<file path="src/hdl/vt44_pkg.sv">
// Package for the 4x4 vertex transform core: beat structs, stage types and
// register map constants. No dependencies.
package vt44_pkg;

  localparam int unsigned DATA_W   = 32;                 // Q format word
  localparam int unsigned PROD_W   = 2 * DATA_W;         // full product
  localparam int unsigned SUM_W    = PROD_W + 2;         // four products, exact
  localparam int unsigned NUM_ROWS = 4;
  localparam int unsigned NUM_ENT  = NUM_ROWS * NUM_ROWS;
  localparam int unsigned NUM_REGS = 8;
  localparam int unsigned REG_W    = 64;
  localparam int unsigned ADDR_W   = 6;                  // 8 regs at 8-byte stride
  localparam int unsigned IDX_W    = 3;
  localparam int unsigned IDX_LSB  = 3;

  // matrix register indexes, two entries per register
  typedef enum logic [IDX_W-1:0] {
    REG_MAT_01, REG_MAT_23, REG_MAT_45, REG_MAT_67,
    REG_MAT_89, REG_MAT_1011, REG_MAT_1213, REG_MAT_1415
  } mat_reg_t;

  typedef struct packed {
    logic signed [DATA_W-1:0] vec_x;
    logic signed [DATA_W-1:0] vec_y;
    logic signed [DATA_W-1:0] vec_z;
    logic signed [DATA_W-1:0] vec_w;
    logic                     point_mode;
  } vt_in_t;

  typedef struct packed {
    logic signed [DATA_W-1:0] out_x;
    logic signed [DATA_W-1:0] out_y;
    logic signed [DATA_W-1:0] out_z;
    logic signed [DATA_W-1:0] out_w;
    logic                     saturated;
  } vt_out_t;

  // column-major: entry k is matrix row k%4, column k/4
  typedef logic [NUM_ENT-1:0][DATA_W-1:0]                 mat_t;
  typedef logic [NUM_ROWS-1:0][NUM_ROWS-1:0][PROD_W-1:0]  prod_set_t;
  typedef logic [NUM_ROWS-1:0][SUM_W-1:0]                 sum_set_t;

  // handshake between neighbouring stages
  typedef struct packed {
    logic valid;
  } stg_fwd_t;

  typedef struct packed {
    logic ready;
  } stg_bwd_t;

endpackage

</file>
<file path="src/hdl/vt44_sum_stage.sv">
// Stage 2: exact row sums of the four products, two guard bits.
// Depends on vt44_pkg.
module vt44_sum_stage (
  input  logic                clk,
  input  logic                rst_n,
  input  vt44_pkg::stg_fwd_t  up_fwd,
  output vt44_pkg::stg_bwd_t  up_bwd,
  input  vt44_pkg::prod_set_t prod,
  output vt44_pkg::stg_fwd_t  dn_fwd,
  input  vt44_pkg::stg_bwd_t  dn_bwd,
  output vt44_pkg::sum_set_t  sums
);

  logic               valid_r;
  logic               en;
  vt44_pkg::sum_set_t sums_r, sums_nxt;

  assign en           = ~valid_r | dn_bwd.ready;
  assign up_bwd.ready = en;
  assign dn_fwd.valid = valid_r;
  assign sums         = sums_r;

  always_comb begin
    for (int r = 0; r < vt44_pkg::NUM_ROWS; r++) begin
      sums_nxt[r] = '0;
      for (int c = 0; c < vt44_pkg::NUM_ROWS; c++) begin
        sums_nxt[r] = sums_nxt[r] +
          {{2{prod[r][c][vt44_pkg::PROD_W-1]}}, prod[r][c]};
      end
    end
  end

  always_ff @(posedge clk) begin
    if (!rst_n) begin
      valid_r <= 1'b0;
    end else if (en) begin
      valid_r <= up_fwd.valid;
    end
  end

  always_ff @(posedge clk) begin
    if (en && up_fwd.valid) begin
      sums_r <= sums_nxt;
    end
  end

endmodule

</file>
<file path="config.mk">
export PLATFORM = sky130hd
export DESIGN_NAME = vt44_sum_stage
export DESIGN_NICKNAME = d
export VERILOG_FILES = /design/src/hdl/vt44_pkg.sv /design/src/hdl/vt44_sum_stage.sv
export SDC_FILE = /design/constraint.sdc
export NUM_CORES = 2
export LEC_CHECK = 0
export ABC_AREA = 0
export BUFFER_PORTS_ARGS = -buffer_cell sky130_fd_sc_hd__buf_2
export CAP_MARGIN = 0
export CORE_AREA = 2 2 500 502
export CTS_CLUSTER_DIAMETER = 60
export CTS_CLUSTER_SIZE = 24
export DETAILED_ROUTE_END_ITERATION = 10
export DIE_AREA = 0 0 502 504
export SYNTH_ARGS = -nofsm -noshare
export SYNTH_HDL_FRONTEND = slang
export SYNTH_SLANG_ARGS = --single-unit
</file>
<file path="constraint.sdc">
create_clock -name clk -period 18.4 [get_ports clk]
set_clock_uncertainty 0.1 [all_clocks]
set_input_delay 1.84 -clock clk [delete_from_list [all_inputs] [get_ports clk]]
set_output_delay 1.84 -clock clk [all_outputs]
set_load 0.05 [all_outputs]
</file>
==> results.md <==
- Result of the run: finished, final reports clean
- H-tree depth: 2
- PD cells: 142.7 nW/um^2
- R2R setup slack: 15,480 ps
- Vias after detailed routing: 35,486
- NetSw: 4032 uW
- Seq pwr share: 0.163
- Largest area contributor in the netlist: fa_1
- Leak: 0.02628 uW
- Count of flip-flops with a built-in enable after synthesis: 264
- Hold Path Class: flip-flop to flip-flop
- Antenna-violating nets left: 0
- Synth Warn #: 0
- WHS: 467.9 ps
- Top-count cell post-synth: inv_1
- Final Max Slew Viols: 0
- Top cell type's share of synthesized area: 0.2695
- P_int: 3204 uW
- Final cell count without fillers: 9,023
- Setup TNS: 0 ps
- DRT Wirelength: 223,800 microns
- CP max FO: 5
- P&R area growth vs syn: 32.34%
- Total grt overflow: 0
- Slew headroom: 0.1870
- Avg Cell Area, Syn: 8.809 sq um
- Largest cells by area after synthesis: fa_1 27%, edfxtp_1 21%, inv_1 14%, ha_1 8.5%, a21oi_1 3.9%
- Synth cell count leaders: 1,396 x inv_1, 516 x fa_1, 301 x a21oi_1, 264 x edfxtp_1, 260 x ha_1
- # DRC: 0
- Worst-Margin Slew: 1217 ps
- Worst skew pair latency: 660 ps
- Vias in the first global route: 35,442
- Top_reg_cell synth: edfxtp_1
- CP Capture Type: flip-flop
- Crit path to: sums[259]
- Initial DRT Pass Iterations: 5
- IR drop worst, VDD: 0.08688 mV
- Worst r2r src: dn_fwd
- Metal-1 WL: 89,760 microns
- Layout cells sized above 1: 0.2544
- Die area: 253,000 sq um
- Met3 Routed Length: 24,170 microns
- Reg clk slew, reported paths: 60 ps
- First-pass GRT wire length: 295,300 microns
- Fin crit period: 7244 ps
- Dpl ws: 10,660 ps
- Routed met2 length: 100,400 microns
- Max Used Layer: met5
- DRT iter0 DRCs: 2,658
- Antenna violations before repair: 155
- PnR worst setup slack: 11,160 ps
- Max Freq: 138.0 MHz
- Effective utilization at floorplan: 0.1549
- Std-Cell Rows: 183
- Die height: 504 microns
- Drt wl/cell: 24.80 microns
- Startpoint Class: input pin
- Root buffer cell: clkbuf_16
- Finish-stage setup viols: 0
- CTS tree: built
- Syn Nets: 6,155
- Reg-to-reg endpoint: sums[134]
- NumNets Final: 7,403
- Hold buffers post-CTS: 0
- DPL Wire Length: 205,700 microns
- Pin count of the biggest net entering global routing: 58
- Vias per cell: 3.933
- Register area share after synthesis: 0.2074
- Top Ports: 1,294
- Number of I/O port buffers: 1,293
- WP data required: 18,730 ps
- Cells after Synth: 4,351
- GRT Util Overall: 0.1718
- Placed Cells: 8,873
- RSZ-0062 raised after global routing: no
- GP Congestion: 0.9786
- Synth cell types: 85
- Clock tree buffer depth: 3
- Switching share of power: 0.5572
- PnR Total Power: 7236 uW
- Worst R2R Path Depth: 4
- Synthesized area: 38,330 sq um
- Number of max-cap violations: 0
- Final hold violation count: 0
- CTS buffer count: 54
- Crit path from: prod[769]
- Post-synthesis register bit count: 265
- Clock sink total: 265
- Die width: 502 microns
- Crit Path Class: input pin to flip-flop
- Clk network pwr share: 0.154
- Combinational power share: 0.683
- Core outline area: 247,500 sq um
- Post-CTS setup buffers: 0
- FFs w/ async S/R, synth: 0
- Worst path arrival time: 7570 ps
- Post_cts resized: 0
- Period utilization: 0.3937
-- worst min-delay path by stage --
stage                 from  endpoint  slack, ps  depth (start not counted)
finish              dn_fwd    dn_fwd        470                          2
CTS                 dn_fwd    dn_fwd        470                          2
detailed placement  dn_fwd    dn_fwd        460                          2
floorplan           dn_fwd    dn_fwd       1050                          2
global route        dn_fwd    dn_fwd        520                          2
global placement    dn_fwd    dn_fwd        490                          2
-- cells in the final DEF, fill, tap and decap left out, drive strengths merged, types with 145 or more instances in the layout --
cell,n
inv,1412
buf,1305
fa,516
a21oi,302
edfxtp,264
ha,260
nand2,228
a21o,150
xnor2,149
o21ai,145
-- logic make-up after synthesis --
| logic type | share of synthesized area |
|---|---|
| buffers and inverters | 0.1482 |
| AO/OA/AOI/OAI | 0.1511 |
| XOR/XNOR | 0.05576 |
| adder cells (fa/ha/maj) | 0.3544 |
| AND/OR/NAND/NOR | 0.08292 |
| multiplexers | 0.0002612 |
| flip-flops | 0.2074 |
-- power groups by stage --
stage | Clock, uW | Combinational (uW) | Sequential, uW
global placement | 0 | 4960 | 1180
floorplan | 0 | 2210 | 2090
detailed placement | 0 | 4950 | 1190
CTS | 1160 | 4970 | 1180
finish | 1120 | 4940 | 1180
global route | 1180 | 5330 | 1200
-- registers in the layout, indices dropped and copies added, names as in the netlist --
name and count:
dn_fwd 1, sums 264
-- worst max-delay path, cell delays in order --
cell	delay (ps)
buf_2	70
inv_1	120
fa_1	560
inv_1	50
fa_1	430
ha_1	250
fa_1	490
a211o_1	330
a31o_1	260
o41ai_2	760
a31oi_1	150
buf_4	230
a21oi_1	500
o221ai_1	460
a41oi_1	400
o211ai_1	280
a31oi_1	270
xnor2_1	90
-- metal layers --
metal | GRT usage | up-vias
li1 | - | 16311
met1 | 0.2095 | 17128
met2 | 0.2734 | 1595
met3 | 0.06574 | 382
met4 | 0.06168 | 70
met5 | 0 | -
-- metrics by stage --
step	util	instance area, sq um
3_3_place_gp	0.1965	48630
4_1_cts	0.2044	50600
3_5_place_dp	0.1965	48630
2_1_floorplan	-	38330
5_1_grt	0.2048	50690
6_report	0.2049	50720
-- area by class of cell --
class	count	area (sq um)
antenna	49	122.6
clock buffer	56	1359
clock inverter	45	611.8
fill	27866	196800
inverter	1396	5240
multi-input combinational	2577	24720
sequential	265	7948
tap	3330	4167
timing repair buffer	1305	6561
Note: power is estimated with default switching activity, not from simulation.
