===== config.mk =====
export PLATFORM = sky130hd
export DESIGN_NAME = vt44_cfg_regs
export DESIGN_NICKNAME = d
export VERILOG_FILES = /design/src/hdl/vt44_pkg.sv /design/src/hdl/vt44_cfg_regs.sv
export SDC_FILE = /design/constraint.sdc
export NUM_CORES = 1
export LEC_CHECK = 0
export BUFFER_PORTS_ARGS = -buffer_cell sky130_fd_sc_hd__buf_2
export CAP_MARGIN = 20
export CORE_AREA = 2 2 257 259
export DETAILED_ROUTE_END_ITERATION = 8
export DIE_AREA = 0 0 259 261
export GPL_ROUTABILITY_DRIVEN = 0
export GPL_TIMING_DRIVEN = 0
export PLACE_DENSITY_LB_ADDON = 0.15
export SLEW_MARGIN = 20
export SYNTH_ARGS = -nofsm -noshare
export SYNTH_HDL_FRONTEND = slang
export SYNTH_SLANG_ARGS = --single-unit

===== constraint.sdc =====
create_clock -name clk -period 3.2 [get_ports clk]
set_input_delay 0.64 -clock clk [delete_from_list [all_inputs] [get_ports clk]]
set_output_delay 0.64 -clock clk [all_outputs]
set_load 0.02 [all_outputs]

===== src/hdl/vt44_pkg.sv =====
// Package for the 4x4 vertex transform core: beat structs, stage types and
// register map constants. No dependencies.
package vt44_pkg;

  localparam int unsigned DATA_W   = 32;                 // Q format word
  localparam int unsigned PROD_W   = 2 * DATA_W;         // full product
  localparam int unsigned SUM_W    = PROD_W + 2;         // four products, exact
  localparam int unsigned NUM_ROWS = 4;
  localparam int unsigned NUM_ENT  = NUM_ROWS * NUM_ROWS;
  localparam int unsigned NUM_REGS = 8;
  localparam int unsigned REG_W    = 64;
  localparam int unsigned ADDR_W   = 6;                  // 8 regs at 8-byte stride
  localparam int unsigned IDX_W    = 3;
  localparam int unsigned IDX_LSB  = 3;

  // matrix register indexes, two entries per register
  typedef enum logic [IDX_W-1:0] {
    REG_MAT_01, REG_MAT_23, REG_MAT_45, REG_MAT_67,
    REG_MAT_89, REG_MAT_1011, REG_MAT_1213, REG_MAT_1415
  } mat_reg_t;

  typedef struct packed {
    logic signed [DATA_W-1:0] vec_x;
    logic signed [DATA_W-1:0] vec_y;
    logic signed [DATA_W-1:0] vec_z;
    logic signed [DATA_W-1:0] vec_w;
    logic                     point_mode;
  } vt_in_t;

  typedef struct packed {
    logic signed [DATA_W-1:0] out_x;
    logic signed [DATA_W-1:0] out_y;
    logic signed [DATA_W-1:0] out_z;
    logic signed [DATA_W-1:0] out_w;
    logic                     saturated;
  } vt_out_t;

  // column-major: entry k is matrix row k%4, column k/4
  typedef logic [NUM_ENT-1:0][DATA_W-1:0]                 mat_t;
  typedef logic [NUM_ROWS-1:0][NUM_ROWS-1:0][PROD_W-1:0]  prod_set_t;
  typedef logic [NUM_ROWS-1:0][SUM_W-1:0]                 sum_set_t;

  // handshake between neighbouring stages
  typedef struct packed {
    logic valid;
  } stg_fwd_t;

  typedef struct packed {
    logic ready;
  } stg_bwd_t;

endpackage


===== src/hdl/vt44_cfg_regs.sv =====
// Matrix register file behind the APB-style configuration port.
// Depends on vt44_pkg.
module vt44_cfg_regs #(
  parameter int unsigned FRAC_BITS = 16
) (
  input  logic                         clk,
  input  logic                         rst_n,
  input  logic                         cfg_psel,
  input  logic                         cfg_penable,
  input  logic                         cfg_pwrite,
  input  logic [vt44_pkg::ADDR_W-1:0]  cfg_paddr,
  input  logic [vt44_pkg::REG_W-1:0]   cfg_pwdata,
  output logic [vt44_pkg::REG_W-1:0]   cfg_prdata,
  output logic                         cfg_pready,
  output vt44_pkg::mat_t               mat
);

  localparam logic [vt44_pkg::REG_W-1:0] ONE_LO = vt44_pkg::REG_W'(64'd1 << FRAC_BITS);
  localparam logic [vt44_pkg::REG_W-1:0] ONE_HI = ONE_LO << vt44_pkg::DATA_W;

  logic [vt44_pkg::REG_W-1:0] regs_r [vt44_pkg::NUM_REGS];
  logic [vt44_pkg::IDX_W-1:0] idx;
  logic                       wr_en;

  assign idx        = cfg_paddr[vt44_pkg::IDX_LSB +: vt44_pkg::IDX_W];
  assign wr_en      = cfg_psel & cfg_penable & cfg_pwrite;
  assign cfg_pready = 1'b1;
  assign cfg_prdata = regs_r[idx];

  // reset to identity
  always_ff @(posedge clk) begin
    if (!rst_n) begin
      regs_r[vt44_pkg::REG_MAT_01]   <= ONE_LO;
      regs_r[vt44_pkg::REG_MAT_23]   <= '0;
      regs_r[vt44_pkg::REG_MAT_45]   <= ONE_HI;
      regs_r[vt44_pkg::REG_MAT_67]   <= '0;
      regs_r[vt44_pkg::REG_MAT_89]   <= '0;
      regs_r[vt44_pkg::REG_MAT_1011] <= ONE_LO;
      regs_r[vt44_pkg::REG_MAT_1213] <= '0;
      regs_r[vt44_pkg::REG_MAT_1415] <= ONE_HI;
    end else if (wr_en) begin
      regs_r[idx] <= cfg_pwdata;
    end
  end

  always_comb begin
    for (int k = 0; k < vt44_pkg::NUM_REGS; k++) begin
      mat[2*k]   = regs_r[k][vt44_pkg::DATA_W-1:0];
      mat[2*k+1] = regs_r[k][vt44_pkg::REG_W-1:vt44_pkg::DATA_W];
    end
  end

endmodule


==> qor_table.md <==
| Metric | This run | Unit |
| --- | --- | --- |
| Remaining antenna violation count | 0 | - |
| Count of final max-slew check failures | 0 | - |
| Count of flip-flops with a built-in enable after synthesis | 512 | - |
| Row count | 94 | - |
| Post-route worst hold slack | 0.3811 | ns |
| Syn Area/Cell | 17.08 | um^2 |
| TritonCTS clock tree | done | - |
| Clock-pin slew of the registers on the worst-case setup and hold paths | 0.06 | ns |
| Total wirelength of the detailed-routed design | 89890 | um |
| Largest driver fanout on the critical path | 10 | - |
| Outcome | complete, no violations | - |
| Leakage | 11.59 | nW |
| Maximum clock path buffer count | 3 | - |
| Total power draw | 17.06 | mW |
| Total congestion overflow | 0 | - |
| Clock Sink Count | 512 | - |
| Number of setup violations in the final report | 0 | - |
| Number of clock buffers inserted by TritonCTS | 57 | - |
| YS warnings | 0 | - |
| Register area share after synthesis | 0.6728 | - |
| Data arrival time of the critical path | 2.47 | ns |
| H-tree depth | 2 | - |
| Critical path type | in -> out | - |
| Count of buffers added by post-CTS timing repair for setup | 0 | - |
| Most flop-heavy register | regs_r | - |
| Actual slew at the worst max-slew pin | 0.8503 | ns |
| Flops & latches, synth | 512 | - |
| Starting DRT DRC Count | 1216 | - |
| Highest ir drop seen on vdd | 0.4085 | mV |
| Number of DRC violations after detailed routing | 0 | - |
| Detailed placement HPWL | 62390 | um |
| Hold Path Class | in -> reg | - |
| Crit path required time | 2.56 | ns |
| Num ports | 652 | - |
| Layout filler cell count | 5894 | - |
| Most used cells in the layout excluding fill and tap cells | sky130_fd_sc_hd__buf_2 (663), sky130_fd_sc_hd__edfxtp_1 (512), sky130_fd_sc_hd__and2_1 (508), sky130_fd_sc_hd__mux4_2 (127), sky130_fd_sc_hd__mux2_2 (63) | - |
| Pin count of the biggest net entering global routing | 37 | - |
| Count of mapped cells out of synthesis | 1338 | - |
| Synth async-reset ratio | 0 | - |
| Area leader, netlist | sky130_fd_sc_hd__edfxtp_1 | - |
| Tightest slew margin relative to the limit | 0.4331 | - |
| Most common cell after layout, fill and taps aside | sky130_fd_sc_hd__buf_2 | - |
| Final std cells w/o fill | 2966 | - |
| CORE AREA | 65040 | um^2 |
| Internal power | 12.58 | mW |
| Vias per cell | 5.128 | - |
| Inst Count DP | 2859 | - |
| Final #Nets | 2130 | - |
| Sequential cell fraction of total power | 0.467 | - |
| Area growth, synth to finish | 29.05 | % |
| Post-synth cell types | 26 | - |
| Antenna violations before repair | 6 | - |
| Startpoint kind of the worst setup timing path | input port | - |
| Switching share of power | 0.2627 | - |
| Summed instance area of the synthesized netlist | 22850 | um^2 |
| Number of flip-flops under the largest register name | 512 | - |
| Highest clock rate | 321.5 | MHz |
| Synth top area cells | sky130_fd_sc_hd__edfxtp_1 (67%), sky130_fd_sc_hd__and2_1 (14%), sky130_fd_sc_hd__mux4_2 (13%), sky130_fd_sc_hd__mux2_2 (3.1%), sky130_fd_sc_hd__clkbuf_2 (0.72%) | - |
| Setup repair after global routing missed its margin | no | - |
| Die X-Extent | 259 | um |
| # port buffers | 646 | - |
| Final hold viol count | 0 | - |
| Via count | 15210 | - |
| Comb power frac | 0.132 | - |
| Die Area | 67600 | um^2 |
| Portion of total power attributed to the clock network | 0.400 | - |
| Post-route fraction of the period consumed by the critical path | 0.9719 | - |
| Final min period | 3.110 | ns |
| Total power divided by cell area | 578.5 | nW/um^2 |
| Net switching power of the design | 4.481 | mW |
| Chip Height | 261 | um |
| Largest registers ranked by flip-flop count | regs_r x512 | - |
| Root buffer cell | sky130_fd_sc_hd__clkbuf_16 | - |
| Initial Utilization | 0.3514 | - |
| Share of layout cells above drive strength 1 | 0.4864 | - |
| Router iterations before antenna repair | 5 | - |
| DR WL/cell | 30.31 | um |
| Fraction of synthesized cell area taken by the top area cell type | 0.6728 | - |
| Overall global routing resource usage | 0.2593 | - |
| Number of global-route vias before repair | 15740 | - |
| Reported max-cap violation count | 0 | - |
| Synthesized netlist net count | 1413 | - |
| Prevailing post-synth register cell | sky130_fd_sc_hd__edfxtp_1 | - |
| Critical path capture point type | primary output | - |
| Setup_tns | 0 | ns |
| Final core occ | 0.4534 | - |
| Global-route wire length before repair | 122700 | um |
[synth_stat cells (2+ instances only)]
cell type,number
sky130_fd_sc_hd__and2_1,508
sky130_fd_sc_hd__and3_1,4
sky130_fd_sc_hd__buf_1,5
sky130_fd_sc_hd__buf_2,18
sky130_fd_sc_hd__buf_6,13
sky130_fd_sc_hd__clkbuf_1,24
sky130_fd_sc_hd__clkbuf_2,33
sky130_fd_sc_hd__edfxtp_1,512
sky130_fd_sc_hd__mux2_2,63
sky130_fd_sc_hd__mux4_2,127
sky130_fd_sc_hd__nand2_1,2
sky130_fd_sc_hd__nand2b_1,12
sky130_fd_sc_hd__nor2b_1,2
sky130_fd_sc_hd__nor3_1,2
sky130_fd_sc_hd__nor4_1,2
[power groups by stage]
| stage | combinational (mW) | clock, mW | sequential [mW] |
|---|---|---|---|
| detailed placement | 2.28 | 0 | 8.11 |
| global route | 2.36 | 7.17 | 8.01 |
| floorplan | 0.772 | 0 | 8.53 |
| finish | 2.26 | 6.83 | 7.97 |
| global placement | 2.23 | 0 | 8.12 |
| CTS | 2.29 | 6.92 | 7.97 |
[final cells by class]
type / instances / area, um^2 / share of cell area
Clock buffer: 62 / 1488 / 0.05045
Antenna cell: 3 / 7.507 / 0.0002546
Multi-Input combinational cell: 732 / 7037 / 0.2386
Buffer: 94 / 553.0 / 0.01875
Tap cell: 864 / 1081 / 0.03666
Sequential cell: 512 / 15370 / 0.5213
Clock inverter: 41 / 425.4 / 0.01443
Timing Repair Buffer: 657 / 3521 / 0.1194
Inverter: 1 / 3.754 / 0.0001273
[layer usage]
layer / up-vias / global-route usage / wire length, um / part of all wire
met5: - / 0 / 41 / 0.00046
met4: 6 / 0.08654 / 2770 / 0.031
li1: 6442 / - / - / -
met2: 723 / 0.4372 / 44820 / 0.50
met1: 7895 / 0.3281 / 34900 / 0.39
met3: 144 / 0.06417 / 7360 / 0.082
[logic make-up after synthesis]
family / count (synthesis) / share of synthesized area
buf+inv: 95 / 0.02283
compound gates: 3 / 0.001095
flops: 512 / 0.6728
other cells: 1 / 0.0001641
simple gates: 536 / 0.1465
mux: 191 / 0.1566
[path summary, 6_finish.rpt]
kind / from / to / slack, ns / cells after the start
max: cfg_paddr[4] / cfg_prdata[19] / 0.09 / 6
min: cfg_pwdata[55] / regs_r[0][55] / 0.38 / 2
[critical path, cell delays in order]
cell and delay (ns):
sky130_fd_sc_hd__buf_2 0.15, sky130_fd_sc_hd__buf_2 0.29, sky130_fd_sc_hd__clkbuf_2 0.47, sky130_fd_sc_hd__mux4_2 0.43, sky130_fd_sc_hd__mux2_2 0.31, sky130_fd_sc_hd__buf_2 0.16
[per-stage QoR]
step	cell area [um^2]	setup WS, ns
after detailed placement	27520	-0.8730
after global routing	29490	0.002343
after floorplan	22870	0.5326
after CTS	29470	0.002152
after global placement	27190	-1.734
final	29490	0.08991
[timing repair]
action / CTS / global route
pin swaps: 0 / 0
cloned: 0 / 1
gates resized for setup: 25 / 4
hold endpoints to repair: 0 / 0
hold buffers: 0 / 0
setup endpoints to repair: 99 / 55
(Power assumes the default switching activity.)
