<file path="config.mk">
export PLATFORM = sky130hd
export DESIGN_NAME = vt44_sat_stage
export DESIGN_NICKNAME = d
export VERILOG_FILES = /design/src/hdl/vt44_pkg.sv /design/src/hdl/vt44_sat_stage.sv
export SDC_FILE = /design/constraint.sdc
export NUM_CORES = 1
export LEC_CHECK = 0
export BUFFER_PORTS_ARGS = -buffer_cell sky130_fd_sc_hd__buf_2
export CAP_MARGIN = 20
export CORE_AREA = 2 2 157 159
export DETAILED_ROUTE_END_ITERATION = 8
export DIE_AREA = 0 0 159 161
export GPL_TIMING_DRIVEN = 0
export SYNTH_ARGS = -nofsm -noshare
export SYNTH_HDL_FRONTEND = slang
export SYNTH_SLANG_ARGS = --single-unit
</file>
<file path="constraint.sdc">
create_clock -name clk -period 4.9 [get_ports clk]
set_input_delay 0.245 -clock clk [delete_from_list [all_inputs] [get_ports clk]]
set_output_delay 0.245 -clock clk [all_outputs]
set_load 0.02 [all_outputs]
</file>
<file path="src/hdl/vt44_pkg.sv">
// Package for the 4x4 vertex transform core: beat structs, stage types and
// register map constants. No dependencies.
package vt44_pkg;

  localparam int unsigned DATA_W   = 32;                 // Q format word
  localparam int unsigned PROD_W   = 2 * DATA_W;         // full product
  localparam int unsigned SUM_W    = PROD_W + 2;         // four products, exact
  localparam int unsigned NUM_ROWS = 4;
  localparam int unsigned NUM_ENT  = NUM_ROWS * NUM_ROWS;
  localparam int unsigned NUM_REGS = 8;
  localparam int unsigned REG_W    = 64;
  localparam int unsigned ADDR_W   = 6;                  // 8 regs at 8-byte stride
  localparam int unsigned IDX_W    = 3;
  localparam int unsigned IDX_LSB  = 3;

  // matrix register indexes, two entries per register
  typedef enum logic [IDX_W-1:0] {
    REG_MAT_01, REG_MAT_23, REG_MAT_45, REG_MAT_67,
    REG_MAT_89, REG_MAT_1011, REG_MAT_1213, REG_MAT_1415
  } mat_reg_t;

  typedef struct packed {
    logic signed [DATA_W-1:0] vec_x;
    logic signed [DATA_W-1:0] vec_y;
    logic signed [DATA_W-1:0] vec_z;
    logic signed [DATA_W-1:0] vec_w;
    logic                     point_mode;
  } vt_in_t;

  typedef struct packed {
    logic signed [DATA_W-1:0] out_x;
    logic signed [DATA_W-1:0] out_y;
    logic signed [DATA_W-1:0] out_z;
    logic signed [DATA_W-1:0] out_w;
    logic                     saturated;
  } vt_out_t;

  // column-major: entry k is matrix row k%4, column k/4
  typedef logic [NUM_ENT-1:0][DATA_W-1:0]                 mat_t;
  typedef logic [NUM_ROWS-1:0][NUM_ROWS-1:0][PROD_W-1:0]  prod_set_t;
  typedef logic [NUM_ROWS-1:0][SUM_W-1:0]                 sum_set_t;

  // handshake between neighbouring stages
  typedef struct packed {
    logic valid;
  } stg_fwd_t;

  typedef struct packed {
    logic ready;
  } stg_bwd_t;

endpackage

</file>
<file path="src/hdl/vt44_sat_stage.sv">
// Stage 3: floor shift by FRAC_BITS, clip to 32 bits, output register.
// Depends on vt44_pkg.
module vt44_sat_stage #(
  parameter int unsigned FRAC_BITS = 16
) (
  input  logic               clk,
  input  logic               rst_n,
  input  vt44_pkg::stg_fwd_t up_fwd,
  output vt44_pkg::stg_bwd_t up_bwd,
  input  vt44_pkg::sum_set_t sums,
  output logic               out_valid,
  input  logic               out_stall,
  output vt44_pkg::vt_out_t  out_data
);

  localparam int unsigned SW = vt44_pkg::SUM_W;
  localparam int unsigned DW = vt44_pkg::DATA_W;

  logic                                       valid_r;
  logic                                       en;
  logic [vt44_pkg::NUM_ROWS-1:0][DW-1:0]      res;
  logic [vt44_pkg::NUM_ROWS-1:0]              clip;
  logic [SW-1:0]                              shf;
  vt44_pkg::vt_out_t                          data_r, data_nxt;

  assign en           = ~valid_r | ~out_stall;
  assign up_bwd.ready = en;
  assign out_valid    = valid_r;
  assign out_data     = data_r;

  always_comb begin
    shf = '0;
    for (int r = 0; r < vt44_pkg::NUM_ROWS; r++) begin
      shf = SW'($signed(sums[r]) >>> FRAC_BITS);
      // in range only when all bits above the result's sign bit match it
      clip[r] = ~((&shf[SW-1:DW-1]) | ~(|shf[SW-1:DW-1]));
      if (!clip[r]) begin
        res[r] = shf[DW-1:0];
      end else if (shf[SW-1]) begin
        res[r] = {1'b1, {(DW-1){1'b0}}};
      end else begin
        res[r] = {1'b0, {(DW-1){1'b1}}};
      end
    end
    data_nxt.out_x     = res[0];
    data_nxt.out_y     = res[1];
    data_nxt.out_z     = res[2];
    data_nxt.out_w     = res[3];
    data_nxt.saturated = |clip;
  end

  always_ff @(posedge clk) begin
    if (!rst_n) begin
      valid_r <= 1'b0;
    end else if (en) begin
      valid_r <= up_fwd.valid;
    end
  end

  always_ff @(posedge clk) begin
    if (en && up_fwd.valid) begin
      data_r <= data_nxt;
    end
  end

endmodule

</file>
==> impl_metrics.yaml, run 1 <==
status:
  outcome: "finished clean"
clocking:
  cts_max_path_buffers: 2
  clk_latency_ns: 0.40
  cts-root-buf: "clkbuf_16"
  cts_made_buffers: 17
  h-tree-depth: 4
  clkSlewWorstSetupHoldPaths_ns: 0.06
  tritoncts: "built"
  post_cts_buffers: 0
  hold_buffers: 0
  cts_resized: 0
  clock_sinks: 130
floorplanning:
  rows: 57
  io_pins: 399
  die_area_um2: 25600
  coreArea_um2: 24000
  initial_utilization: 0.236
  die_w_um: 159
  dieHeight_um: 161
pwr:
  ir_worst_vdd_v: 0.000183
  finalPower_w: 0.00301
  p_leak_nw: 3.90
  power.density_nw_per_um2: 358
layout:
  area_growth_pct: 48.8
  finalNonFillerCells: 1040
  drive_gt1_frac: 0.680
  num-nets-final: 970
global_route:
  grt_pass1_wl_um: 24600
  antenna_found_initial: 1
  overflow: 0
  grt_pass1_vias: 4609
  grt_max_degree: 47
  track_usage: 0.124
drt:
  drt-total-wl_um: 15900
  wire_per_inst_um: 15.3
  drc: 0
  drtPass1Iterations: 4
  vias_per_cell: 4.27
  drt_iter0_drc: 174
  ant_nets: 0
  vias: 4438
run:
  cap_violations: 0
sta:
  fmax_ghz: 0.624
  fin_crit_ns: 1.60
  worst_slew_pin_slew_ns: 0.593
  relSlewSlack: 0.605
  min_period_over_period: 0.327
  finalHoldViolations: 0
  fin_skew_ns: 0.00601
  setup_violations: 0
  timing.hold.ws_ns: 0.0490
  slew_violations: 0
  rsz0062_at_grt: "no"
placed_design:
  portBuffers: 334
  globalplace.congestion: 0.731
  hpwl_um: 12000
  placed_cells: 1007
setup_path:
  end_kind: "register"
  arrival_ns: 1.69
  slowest_stage: "and2_4"
  critPathMaxStageDelay_ns: 0.52
  path_cells: "nand2_1 -> and2_4 -> buf_16"
  start_kind: "register"
  critPathRequiredTime_ns: 4.98
  crit_fanout: 46
  worstSetupPathType: "reg -> reg"
yosys:
  avgSynthCellArea_um2: 16.3
  seq_area_frac_synth: 0.689
  synth-seq-cells: 130
  ys_types: 21
  synth_edf_count: 129
  ys_warn_count: 0
  async_reset_ff_frac: 0
  netlist_area_um2: 5650
  netlist_instances: 347
  ys.flop_type: "edfxtp_1"
  syn_nets: 615
worst_hold_path:
  holdCritPathClass: "in -> reg"
[report_power, final]
group	switching [W]	total [W]	leakage, nW	internal (W)
sequential	0.0000141	0.00131	1.25	0.00130
combinational	0.000203	0.000357	2.36	0.000154
clock	0.000488	0.00134	0.291	0.000852
[worst max-delay path: cells and delay by family, from the launching register on]
kind	cells	cell delay [ns]
buf+inv	1	0.30
flops	1	0.32
simple gates	2	0.60
[cell type report]
cell class,instances,area (µm²)
fill,2469,15600
sequential,130,3890
timing repair buffer,336,1730
multi-input combinational,189,1490
clock buffer,19,433
tap,324,405
buffer,28,274
clock inverter,13,186
antenna,1,2.50
[final timing paths]
kind             start  slack [ns]      endpoint  depth (start not counted)
max          out_valid        3.30  out_data[63]                          3
min              rst_n        0.05     out_valid                          2
max reg2reg  out_valid        3.30  out_data[63]                          3
min reg2reg  out_valid        0.54     out_valid                          2
[Yosys cell counts, types with 3 or more instances]
library cell	n	area, µm²
buf_6	18	203
buf_2	3	15.0
buf_4	3	22.5
nor4_1	16	100
nor2_1	8	30.0
dlygate4sd3_1	3	30.0
a21o_1	39	293
edfxtp_1	129	3870
a31o_2	4	35.0
a21o_2	85	744
and3_1	4	25.0
nor4_2	4	50.1
a311oi_2	3	45.0
nand4_1	21	131
[state kept, by name, summed over array words and instances, names as in the netlist]
name and flops:
out_valid 1, out_data 129
[cells by family (layout without fill, tap and decap cells)]
| logic type | after synthesis | count (layout) | synth area share |
|---|---|---|---|
| flops | 130 | 130 | 0.689 |
| other cells | 0 | 1 | 0 |
| compound gates | 133 | 133 | 0.200 |
| simple gates | 56 | 56 | 0.0624 |
| buf+inv | 28 | 396 | 0.0485 |
[metrics by stage]
step,cell area [µm²],worst slack (ns),util,TNS [ns]
3_5_place_dp,7790,3.00,0.325,0
6_report,8410,3.30,0.351,0
5_1_grt,8410,3.14,0.351,0
4_1_cts,8410,3.26,0.351,0
3_3_place_gp,7730,-0.533,0.323,-67.15
2_1_floorplan,5650,0.804,-,0
[per-layer routing]
metal,vias to the layer above,share of wire,track usage
met5,-,0,0
met4,0,0.027,0.0595
met3,29,0.081,0.0455
met2,226,0.47,0.199
met1,2072,0.43,0.149
li1,2111,-,-
[cells in the final DEF, fill, tap and decap left out]
cell type and n:
nor4_2 4, a21o_2 85, diode_2 1, a311oi_2 3, buf_16 2, a21oi_1 1
buf_4 3, clkinv_2 1, nand4_1 21, bufinv_16 4, buf_6 18, clkbuf_16 17
nor4_1 16, clkinv_1 1, and3_1 4, and2_4 1, a311oi_1 1, dlygate4sd3_1 3
a21o_1 39, buf_2 337, clkinv_4 4, nor2b_1 1, a31o_2 4, nor2_1 8
nand2_1 1, edfxtp_1 129, clkinvlp_4 3, dfxtp_1 1, clkbuf_1 3
(Power assumes the default switching activity.)
==> inputs of run 2 (changes only) <==
==> constraint.sdc (replaced) <==
create_clock -name clk -period 1.6 [get_ports clk]
set_input_delay 0.08 -clock clk [delete_from_list [all_inputs] [get_ports clk]]
set_output_delay 0.08 -clock clk [all_outputs]
set_load 0.02 [all_outputs]
==> run 2 against run 1 <==
Final area rose by 16%. Clock power rose to 3.2 times the previous value. Clock skew rose by 0.0061 ns. Register-to-register slack got worse by 3.1 ns. Utilization rose by 5.5 points. Count of clock-buffer cells in the layout fell by 2. Critical endpoint is now out_data[122].
==> impl_metrics.yaml, run 2 (same netlist as run 1, synthesis figures left out) <==
setup_path:
  timing.critical_path.to: "out_data[122]"
  rr_startpoint: "out_valid"
  path_buf_inv: 1
  start_kind: "register"
  critPathMaxStageDelay_ns: 0.36
  r2r_cells: 3
  crit_start: "out_valid"
  slowest_stage: "bufbuf_16"
  crit_fanout: 32
  r2r-end: "out_data[122]"
  path_cells: "nand2_4 -> and2_4 -> bufbuf_16"
  critical_path.top_delay_family: "buffers and inverters"
  cp.depth: 3
  critPathRequiredTime_ns: 1.71
  end_kind: "register"
  worstSetupPathType: "reg -> reg"
  arrival_ns: 1.48
  reg2reg_slack_ns: 0.23
layout:
  n_antenna_cell: 0
  num-nets-final: 1100
  largest_reg_flops: 129
  ff_latch_area_um2: 3900
  utilization: 0.406
  multi_input_area_um2: 1510
  drive_gt1_frac: 0.583
  fill_cells: 2289
  layout_commonest_cell: "buf_2"
  area_growth_pct: 72.3
  mostFrequentLayoutCells: "buf_2, dlygate4sd3_1, edfxtp_1"
  finalNonFillerCells: 1168
run:
  cap_violations: 0
drt:
  drt-total-wl_um: 18400
  vias_per_cell: 4.26
  drt_iter0_drc: 224
  drc: 0
  wire_per_inst_um: 15.7
  ant_nets: 0
  drtPass1Iterations: 4
  vias: 4975
sta:
  rsz0062_at_grt: "no"
  fmax_ghz: 0.729
  relSlewSlack: 0.612
  finalHoldViolations: 0
  slew_violations: 0
  min_period_over_period: 0.857
  fin_crit_ns: 1.37
  fin_skew_ns: 0.0121
  worst_slew_pin_slew_ns: 0.578
  setup_violations: 0
clocking:
  h-tree-depth: 4
  clk_latency_ns: 0.41
  tritoncts: "built"
  cts_max_path_buffers: 2
  cts-root-buf: "clkbuf_16"
  clock_sinks: 130
  cts_made_buffers: 17
  clkSlewWorstSetupHoldPaths_ns: 0.06
worst_hold_path:
  holdCritPathClass: "in -> reg"
floorplanning:
  die_area_um2: 25600
  io_pins: 399
  die_w_um: 159
  dieHeight_um: 161
  rows: 57
  coreArea_um2: 24000
  initial_utilization: 0.236
placed_design:
  hpwl_um: 12400
  portBuffers: 334
  placed_cells: 1006
  globalplace.congestion: 0.762
global_route:
  grt_pass1_vias: 5233
  antenna_found_initial: 0
  grt_pass1_wl_um: 28000
  grt_max_degree: 34
  track_usage: 0.141
  overflow: 0
pwr:
  finalPower_w: 0.00964
  ir_worst_vdd_v: 0.000531
  p_leak_nw: 4.48
  power.density_nw_per_um2: 990
status:
  outcome: "finished clean"
[run 2: power breakdown]
part / total (W) / internal (W) / switching [W]
logic: 0.00138 / 0.000685 / 0.000691
registers: 0.00403 / 0.00398 / 0.0000481
clock network: 0.00424 / 0.00275 / 0.00148
[run 2: worst min path at each step]
stage	from	end	slack (ns)	depth (start not counted)
global route	sums[131]	out_data[65]	0.18	3
finish	sums[263]	out_data[28]	0.19	3
floorplan	rst_n	out_valid	0.21	1
global placement	rst_n	out_valid	0.30	2
CTS	sums[263]	out_data[28]	0.17	3
detailed placement	rst_n	out_valid	0.34	2
[run 2: worst reg2reg max path: stages, from the launching register on]
cell,delay [ns]
dfxtp_4,0.35
nand2_4,0.13
and2_4,0.21
bufbuf_16,0.36
[run 2: metrics by stage]
step,setup slack [ns],TNS (ns),hold WS [ns],area (µm²)
2_1_floorplan,-0.241,-31.14,0.207,5670
3_3_place_gp,-0.628,-87.56,0.296,7740
3_5_place_dp,-0.341,-29.94,0.336,7770
4_1_cts,0.200,0,0.172,9740
5_1_grt,0.129,0,0.181,9740
6_report,0.229,0,0.191,9740
[run 2: timing repair]
item | CTS | global route
hold buffers | 127 | 0
setup endpoints to repair | 80 | 0
buffers inserted | 1 | 0
endpoints found under the hold margin | 126 | 0
gates resized for setup | 1 | 0
[run 2: layer usage]
metal,share of wire,global-route usage
met1,0.42,0.166
met2,0.49,0.241
met3,0.073,0.0511
met4,0.017,0.0467
met5,0,0
[run 2: area by class of cell]
type                       instances  area share
buffer                            28      0.0281
clock inverter                    14      0.0220
timing repair buffer             464       0.309
tap                              324      0.0416
clock buffer                      17      0.0437
multi-input combinational        191       0.155
sequential                       130       0.400
